$ cat src/design/gtsig_pkg.sv
// shared types and constants of the grid triangle strip index generator
// no dependencies
package gtsig_pkg;

	// largest grid dimension in vertices
	localparam int MAX_DIM = 1024;
	// width of a position or band count inside the grid
	localparam int POS_W = $clog2(MAX_DIM);
	// width of a dimension value, up to and including MAX_DIM
	localparam int DIM_W = $clog2(MAX_DIM + 1);
	// fixed field widths
	localparam int IDX_W = 20;
	localparam int CFG_W = 11;
	localparam int CFG_IDX_W = 8;

	// register indexes on the configuration channel
	localparam logic [CFG_IDX_W-1:0] REG_COLUMNS = CFG_IDX_W'(0);
	localparam logic [CFG_IDX_W-1:0] REG_ROWS = CFG_IDX_W'(1);

	// walk phase within a column
	typedef enum logic [1:0] {
		PH_UPPER = 2'd0,
		PH_LOWER = 2'd1,
		PH_TURN = 2'd2
	} phase_t;

	// effective grid shape, already saturated into range
	typedef struct packed {
		logic [DIM_W-1:0] cols;
		logic [POS_W-1:0] cols_m1;
		logic [POS_W-1:0] bands;
	} cfg_t;

	// one result word
	typedef struct packed {
		logic [IDX_W-1:0] vertex_index;
		logic is_degenerate;
		logic last;
	} result_t;

	// walk position, visible for checking
	typedef struct packed {
		logic [POS_W-1:0] band;
		logic [POS_W-1:0] pos;
		phase_t phase;
	} walk_state_t;

endpackage

$ cat src/design/grid_triangle_strip_index_gen_top.sv
// top level of the grid triangle strip index generator
// depends on gtsig_pkg and gtsig_walk
//
// Each word taken on the slave stream (s_tdata bit 0 = restart) yields one
// vertex index on the master stream. The strip covers a grid of columns x
// rows vertices band by band in serpentine order; m_tuser marks the
// degenerate turn vertex between bands and m_tlast marks the final index,
// after which the walk starts again from index 0.
// The result of an accepted word is registered in the output register;
// one word is accepted every cycle while the receiver is not stalling, set
// by the single walk update between the walk registers and the output register.
// s_tready is high while the output register is empty or being emptied, so
// a stalled receiver holds the result and back-pressures the input.
// The configuration channel writes columns (index 0) or rows (index 1);
// out-of-range values saturate and any write to either restarts the strip.
// After reset the grid is 2 x 2 and the walk sits at the first index.
module grid_triangle_strip_index_gen_top (
	input logic clk,
	input logic arst_n,
	// slave stream
	input logic s_tvalid,
	output logic s_tready,
	input logic [7:0] s_tdata, // [0] restart, [7:1] zero
	// master stream
	output logic m_tvalid,
	input logic m_tready,
	output logic [23:0] m_tdata, // [19:0] vertex_index, [23:20] zero
	output logic [0:0] m_tuser, // [0] is_degenerate
	output logic m_tlast,
	// configuration write channel
	input logic cfg_valid,
	output logic cfg_ready,
	input logic [gtsig_pkg::CFG_IDX_W-1:0] cfg_index,
	input logic [gtsig_pkg::CFG_W-1:0] cfg_data
);

	gtsig_pkg::cfg_t cfg_q;
	gtsig_pkg::result_t res;
	gtsig_pkg::result_t out_q;
	gtsig_pkg::walk_state_t st;
	logic out_valid_q;
	logic in_acc;
	logic cfg_wr;
	logic cfg_hit;
	logic [gtsig_pkg::DIM_W-1:0] cols_sat;
	logic [gtsig_pkg::DIM_W-1:0] rows_sat;

	assign cfg_ready = 1'b1;
	assign cfg_wr = cfg_valid && cfg_ready;
	assign cfg_hit = cfg_wr
		&& ((cfg_index == gtsig_pkg::REG_COLUMNS) || (cfg_index == gtsig_pkg::REG_ROWS));

	// saturate written values into the supported grid range
	always_comb begin
		if (cfg_data == '0)
			cols_sat = gtsig_pkg::DIM_W'(1);
		else if (cfg_data > gtsig_pkg::CFG_W'(gtsig_pkg::MAX_DIM))
			cols_sat = gtsig_pkg::DIM_W'(gtsig_pkg::MAX_DIM);
		else
			cols_sat = gtsig_pkg::DIM_W'(cfg_data);
		if (cfg_data < gtsig_pkg::CFG_W'(2))
			rows_sat = gtsig_pkg::DIM_W'(2);
		else if (cfg_data > gtsig_pkg::CFG_W'(gtsig_pkg::MAX_DIM))
			rows_sat = gtsig_pkg::DIM_W'(gtsig_pkg::MAX_DIM);
		else
			rows_sat = gtsig_pkg::DIM_W'(cfg_data);
	end

	// grid shape registers
	always_ff @(posedge clk or negedge arst_n) begin
		if (!arst_n) begin
			cfg_q.cols <= gtsig_pkg::DIM_W'(2);
			cfg_q.cols_m1 <= gtsig_pkg::POS_W'(1);
			cfg_q.bands <= gtsig_pkg::POS_W'(1);
		end else if (cfg_wr) begin
			if (cfg_index == gtsig_pkg::REG_COLUMNS) begin
				cfg_q.cols <= cols_sat;
				cfg_q.cols_m1 <= gtsig_pkg::POS_W'(cols_sat - 1'b1);
			end else if (cfg_index == gtsig_pkg::REG_ROWS) begin
				cfg_q.bands <= gtsig_pkg::POS_W'(rows_sat - 1'b1);
			end
		end
	end

	// input handshake: take a word whenever the output register frees up
	assign s_tready = !out_valid_q || m_tready;
	assign in_acc = s_tvalid && s_tready;

	gtsig_walk u_walk (
		.clk(clk),
		.arst_n(arst_n),
		.adv(in_acc),
		.restart(s_tdata[0]),
		.clr(cfg_hit),
		.cfg(cfg_q),
		.res(res),
		.st(st)
	);

	// output register
	always_ff @(posedge clk or negedge arst_n) begin
		if (!arst_n) begin
			out_valid_q <= 1'b0;
		end else if (s_tready) begin
			out_valid_q <= s_tvalid;
		end
	end

	always_ff @(posedge clk) begin
		if (in_acc) begin
			out_q <= res;
		end
	end

	assign m_tvalid = out_valid_q;
	assign m_tdata = {4'b0000, out_q.vertex_index};
	assign m_tuser = out_q.is_degenerate;
	assign m_tlast = out_q.last;

	// a turn vertex is never the final one
	a_degen_not_last: assert property (@(posedge clk) disable iff (!arst_n)
		m_tvalid |-> !(m_tuser[0] && m_tlast))
		else $error("degenerate index flagged as last");

	// the final index returns the walk to the start of the strip
	a_last_rewinds: assert property (@(posedge clk) disable iff (!arst_n)
		(in_acc && res.last && !cfg_hit) |=>
		(st.band == '0 && st.pos == '0 && st.phase == gtsig_pkg::PH_UPPER))
		else $error("walk not rewound after final index");

	// a register write restarts the strip
	a_cfg_restarts: assert property (@(posedge clk) disable iff (!arst_n)
		cfg_hit |=> (st.band == '0 && st.pos == '0 && st.phase == gtsig_pkg::PH_UPPER))
		else $error("walk not cleared by register write");

	// after a turn vertex the walk is on the upper vertex of a new band
	a_turn_moves_on: assert property (@(posedge clk) disable iff (!arst_n)
		(in_acc && res.is_degenerate && !cfg_hit) |=>
		(st.phase == gtsig_pkg::PH_UPPER && st.pos == '0 && st.band != '0))
		else $error("walk did not advance band after turn");

endmodule

$ cat src/design/gtsig_walk.sv
// serpentine walk counters and index arithmetic for one strip
// depends on gtsig_pkg
module gtsig_walk (
	input logic clk,
	input logic arst_n,
	input logic adv,
	input logic restart,
	input logic clr,
	input gtsig_pkg::cfg_t cfg,
	output gtsig_pkg::result_t res,
	output gtsig_pkg::walk_state_t st
);

	logic [gtsig_pkg::POS_W-1:0] band_q;
	logic [gtsig_pkg::POS_W-1:0] pos_q;
	logic [gtsig_pkg::IDX_W-1:0] base_q;
	gtsig_pkg::phase_t phase_q;

	logic fresh;
	logic [gtsig_pkg::POS_W-1:0] band_c;
	logic [gtsig_pkg::POS_W-1:0] pos_c;
	logic [gtsig_pkg::IDX_W-1:0] base_c;
	gtsig_pkg::phase_t phase_c;
	logic [gtsig_pkg::POS_W-1:0] col;
	logic [gtsig_pkg::IDX_W-1:0] upper;
	logic [gtsig_pkg::IDX_W-1:0] lower;
	logic more_cols;
	logic more_bands;

	logic [gtsig_pkg::POS_W-1:0] band_d;
	logic [gtsig_pkg::POS_W-1:0] pos_d;
	logic [gtsig_pkg::IDX_W-1:0] base_d;
	gtsig_pkg::phase_t phase_d;

	// restart request or a position outside the grid starts a fresh strip
	assign fresh = restart
		|| ({1'b0, pos_q} >= cfg.cols)
		|| (band_q >= cfg.bands);

	assign band_c = fresh ? '0 : band_q;
	assign pos_c = fresh ? '0 : pos_q;
	assign base_c = fresh ? '0 : base_q;
	assign phase_c = fresh ? gtsig_pkg::PH_UPPER : phase_q;

	// odd bands run right to left
	assign col = band_c[0] ? (cfg.cols_m1 - pos_c) : pos_c;
	assign upper = base_c + gtsig_pkg::IDX_W'(col);
	assign lower = upper + gtsig_pkg::IDX_W'(cfg.cols);
	assign more_cols = pos_c != cfg.cols_m1;
	assign more_bands = ({1'b0, band_c} + 1'b1) < {1'b0, cfg.bands};

	// result and next walk position
	always_comb begin
		res.vertex_index = upper;
		res.is_degenerate = 1'b0;
		res.last = 1'b0;
		band_d = band_c;
		pos_d = pos_c;
		base_d = base_c;
		phase_d = phase_c;
		case (phase_c)
			gtsig_pkg::PH_LOWER: begin
				res.vertex_index = lower;
				if (more_cols) begin
					pos_d = pos_c + 1'b1;
					phase_d = gtsig_pkg::PH_UPPER;
				end else if (more_bands) begin
					phase_d = gtsig_pkg::PH_TURN;
				end else begin
					res.last = 1'b1;
					band_d = '0;
					pos_d = '0;
					base_d = '0;
					phase_d = gtsig_pkg::PH_UPPER;
				end
			end
			gtsig_pkg::PH_TURN: begin
				res.is_degenerate = 1'b1;
				band_d = band_c + 1'b1;
				base_d = base_c + gtsig_pkg::IDX_W'(cfg.cols);
				pos_d = '0;
				phase_d = gtsig_pkg::PH_UPPER;
			end
			default: begin
				phase_d = gtsig_pkg::PH_LOWER;
			end
		endcase
	end

	// walk state registers, cleared by a register write
	always_ff @(posedge clk or negedge arst_n) begin
		if (!arst_n) begin
			band_q <= '0;
			pos_q <= '0;
			base_q <= '0;
			phase_q <= gtsig_pkg::PH_UPPER;
		end else if (clr) begin
			band_q <= '0;
			pos_q <= '0;
			base_q <= '0;
			phase_q <= gtsig_pkg::PH_UPPER;
		end else if (adv) begin
			band_q <= band_d;
			pos_q <= pos_d;
			base_q <= base_d;
			phase_q <= phase_d;
		end
	end

	assign st.band = band_q;
	assign st.pos = pos_q;
	assign st.phase = phase_q;

endmodule
$ cat config.mk
export PLATFORM = sky130hd
export DESIGN_NAME = grid_triangle_strip_index_gen_top
export DESIGN_NICKNAME = d
export VERILOG_FILES = /design/src/design/gtsig_pkg.sv /design/src/design/grid_triangle_strip_index_gen_top.sv /design/src/design/gtsig_walk.sv
export SDC_FILE = /design/constraint.sdc
export NUM_CORES = 1
export LEC_CHECK = 0
export BUFFER_PORTS_ARGS = -buffer_cell sky130_fd_sc_hd__buf_2
export CAP_MARGIN = 15
export CORE_MARGIN = 4
export CORE_UTILIZATION = 28
export CTS_CLUSTER_SIZE = 14
export DETAILED_ROUTE_END_ITERATION = 6
export PLACE_DENSITY_LB_ADDON = 0.05
export REMOVE_ABC_BUFFERS = 1
export SLEW_MARGIN = 10
export SYNTH_ARGS = -nofsm -noshare
export SYNTH_HDL_FRONTEND = slang
export SYNTH_SLANG_ARGS = --single-unit
export TNS_END_PERCENT = 50
$ cat constraint.sdc
create_clock -name clk -period 6 [get_ports clk]
set_input_delay 0.9 -clock clk [delete_from_list [all_inputs] [get_ports clk]]
set_output_delay 0.9 -clock clk [all_outputs]
set_load 0.01 [all_outputs]
==> impl_metrics.csv <==
group,metric,value,unit
place,dp_worst_setup_slack,-0.548,ns
synth,synth_xor_xnor_area_share,6.84,%
final_layout,final_area,0.0107,mm²
synth,synth_cell_type_count,75,
final_layout,multiInputGateArea,0.00546,mm²
synth,yosys_register_bits,96,
clock_network,root_buffer,"clkbuf_16",
power,power,1710,µW
synth,synth_adder_area_share,13.0,%
synth,synth_simple_gate_area_share,20.3,%
grt,grt_pass1_wl,41600,µm
final_layout,n_fill_cell,2957,
timing,slew_headroom,40.9,%
timing,clock.fmax,171,MHz
final_layout,antenna_cells,0,
worst_setup_path,r2r-end,"m_tdata[18]",
final_layout,fin_nets,1279,
grt,groute.usage.overall,16.9,%
worst_setup_path,crit_type,"register to register",
timing,worst_pin_slew,0.886,ns
synth,synth_area_leaders,"dfrtp_1, ha_1, edfxtp_1",
worst_setup_path,start_kind,"register",
synth,synth_top_family_by_area,"compound AO/OA/AOI/OAI gates",
synth,synth.most_common_cell,"nand2_1",
flow_run,maxCapViolCount,0,
final_layout,seq_area,0.00252,mm²
worst_setup_path,rr_worst_depth,32,
detailed_routing,wl_per_cell,16.7,µm
timing,maxSlewViolCount,0,
clock_network,clk_path_buf_depth,2,
clock_network,numCtsBuffers,9,
synth,ys_seq_area_share,31.3,%
worst_setup_path,r2r-start,"u_walk.pos_q[7]",
clock_network,clock_sinks,96,
final_layout,layout-drive-gt1-share,28.9,%
power,power.leakage,0.00473,µW
worst_setup_path,slowest_stage,"dfrtp_1",
timing,fin_crit,5.86,ns
worst_setup_path,crit_required,6.12,ns
clock_network,cts_tree,"yes",
synth,synth_compound_area_share,21.1,%
synth,yosys_warnings,0,
grt,grt.overflow.total,0,
clock_network,clk_pin_slew,0.09,ns
timing,rsz0062_at_grt,"yes",
grt,antenna_found_initial,0,
timing,finalCritPeriodShare,97.7,%
detailed_routing,detail-route-antenna-nets,0,
die,ios,61,
synth,ys_top_cells_by_count,"nand2_1, nor2_1, ha_1",
die,initial_core_util,28.6,%
die,core,0.0281,mm²
timing,setup_violations,0,
die,rows,61,
power,cellPowerDensity,160,mW/mm²
detailed_routing,drtIter0Drc,279,
place,portBuffers,48,
synth,ys.flop_type,"dfrtp_1",
worst_setup_path,cp-end-kind,"register",
hold_path,holdCritPathClass,"input port to async pin",
detailed_routing,viasPerCell,4.82,
synth,syn_inst,960,
clock_network,insertion_delay,0.37,ns
detailed_routing,totalWireLength,25900,µm
power,ir_drop,0.119,mV
synth,synth.mux.area_fraction,1.85,%
place,place_hpwl,20200,µm
synth,synth_area_leader_cell,"dfrtp_1",
worst_setup_path,crit_path_max_incr_delay,0.41,ns
die,die_area,0.0315,mm²
status,status,"completed",
synth,syn_area,0.00805,mm²
worst_setup_path,worstPathMaxFanout,5,
worst_setup_path,reg2reg_slack,0.14,ns
grt,grt_max_degree,47,
synth,postSynth.asyncResetShare,77.1,%
synth,synth_top_area_share,22.1,%
detailed_routing,drc,0,
worst_setup_path,worstPathArrival,5.98,ns
die,dieWidth,178,µm
timing,hold_violations,0,
place,routabilityCongestion,0.859,
final_layout,syn2layout_area_growth,32.5,%
timing,clock_skew,0.0158,ns
grt,grt_pass1_vias,7650,
detailed_routing,via_count,7463,
place,placed_cell_area,0.00986,mm²
detailed_routing,first_pass_iters,4,
clock_network,ctsHtreeMaxLevel,3,
synth,avgSynthCellArea,8.38,µm²
clock_network,ctsHoldBuffers,0,
die,die_height,178,µm
timing,final.setup.worst_slack,0.138,ns
synth,synth_edf_count,22,
-- power by group --
part | switching (µW) | internal [µW]
clock | 313 | 334
combinational | 206 | 152
sequential | 12.5 | 693
total | 532 | 1180
-- logic make-up (layout without fill, tap and decap cells) --
kind of cell	Yosys count	count (layout)
flops	96	96
mux	14	14
compound gates	256	256
xor+xnor	62	62
buf+inv	111	319
simple gates	338	338
fa+ha+maj	81	81
other cells	2	5
-- cell usage in the layout, fill, tap and decap left out, types with 12 or more instances in the layout --
master and count:
nand3_1 40, xor2_1 26, buf_2 47, nor3_1 28
nand2_1 96, inv_1 64, o211ai_1 12, a21oi_1 47
buf_4 186, o22ai_1 14, nor2_1 83, ha_1 63
o21ai_0 51, o21ai_1 14, dfrtp_1 71, ha_4 12
a21o_1 19, xnor2_1 32, edfxtp_1 22, nand4_1 17
-- worst max path at each step --
stage,cells after the start,endpoint,slack (ns),from
after CTS,32,m_tdata[19],-0.08,u_walk.pos_q[7]
after global routing,33,m_tdata[18],-0.26,cfg_q[27]
after global placement,31,m_tdata[18],-0.44,s_tdata[0]
after floorplan,30,m_tdata[13],-0.94,cfg_q[21]
after detailed placement,31,m_tdata[18],-0.55,s_tdata[0]
final,32,m_tdata[18],0.14,u_walk.pos_q[7]
-- sequential cells by signal, summed over array words and instances (netlist names) --
signal          flops
u_walk.phase_q      2
u_walk.band_q      10
cfg_q              31
u_walk.pos_q       10
m_tlast             1
u_walk.base_q      20
m_tdata            20
m_tuser             1
m_tvalid            1
-- layout make-up --
cell class / count / area share (%)
clock buffer: 9 / 2.11
clock inverter: 7 / 0.798
inverter: 69 / 2.43
multi-input combinational: 756 / 51.2
sequential: 96 / 23.6
tap: 378 / 4.44
timing repair buffer: 234 / 15.4
-- repair_timing --
item | in CTS | in global routing
setup endpoints to repair | 10 | 13
setup buffers | 11 | 7
gates resized for setup | 29 | 42
pin swaps | 16 | 38
-- layer usage --
metal	wire, µm	global-route usage [%]	part of all wire [%]
met1	13000	23.3	50
met2	12200	28.3	47
met3	490	1.96	1.9
met4	283	3.74	1.1
met5	0	0	0
-- critical path: cells and delay by family (launching register included) --
family | cells | cell delay (ns)
and+or+nand+nor | 10 | 1.60
AOI/OAI and AO/OA | 9 | 1.03
adders and majority gates | 5 | 1.45
DFF | 1 | 0.41
buffers and inverters | 5 | 0.66
xor gates and xnor gates | 2 | 0.27
muxes | 1 | 0.20
-- through the flow --
| step | TNS [ns] | hold WS [ns] | utilization [%] | std cells |
|---|---|---|---|---|
| 3_3_place_gp | -3.56 | 0.470 | 35.1 | 1517 |
| 6_report | 0 | 0.485 | 38.0 | 1549 |
| 4_1_cts | -0.0751 | 0.492 | 36.9 | 1542 |
| 3_5_place_dp | -4.79 | 0.474 | 35.1 | 1517 |
| 2_1_floorplan | -8.77 | 0.450 | - | 921 |
| 5_1_grt | -1.32 | 0.508 | 38.0 | 1549 |
Note: power is estimated with default switching activity, not from simulation.
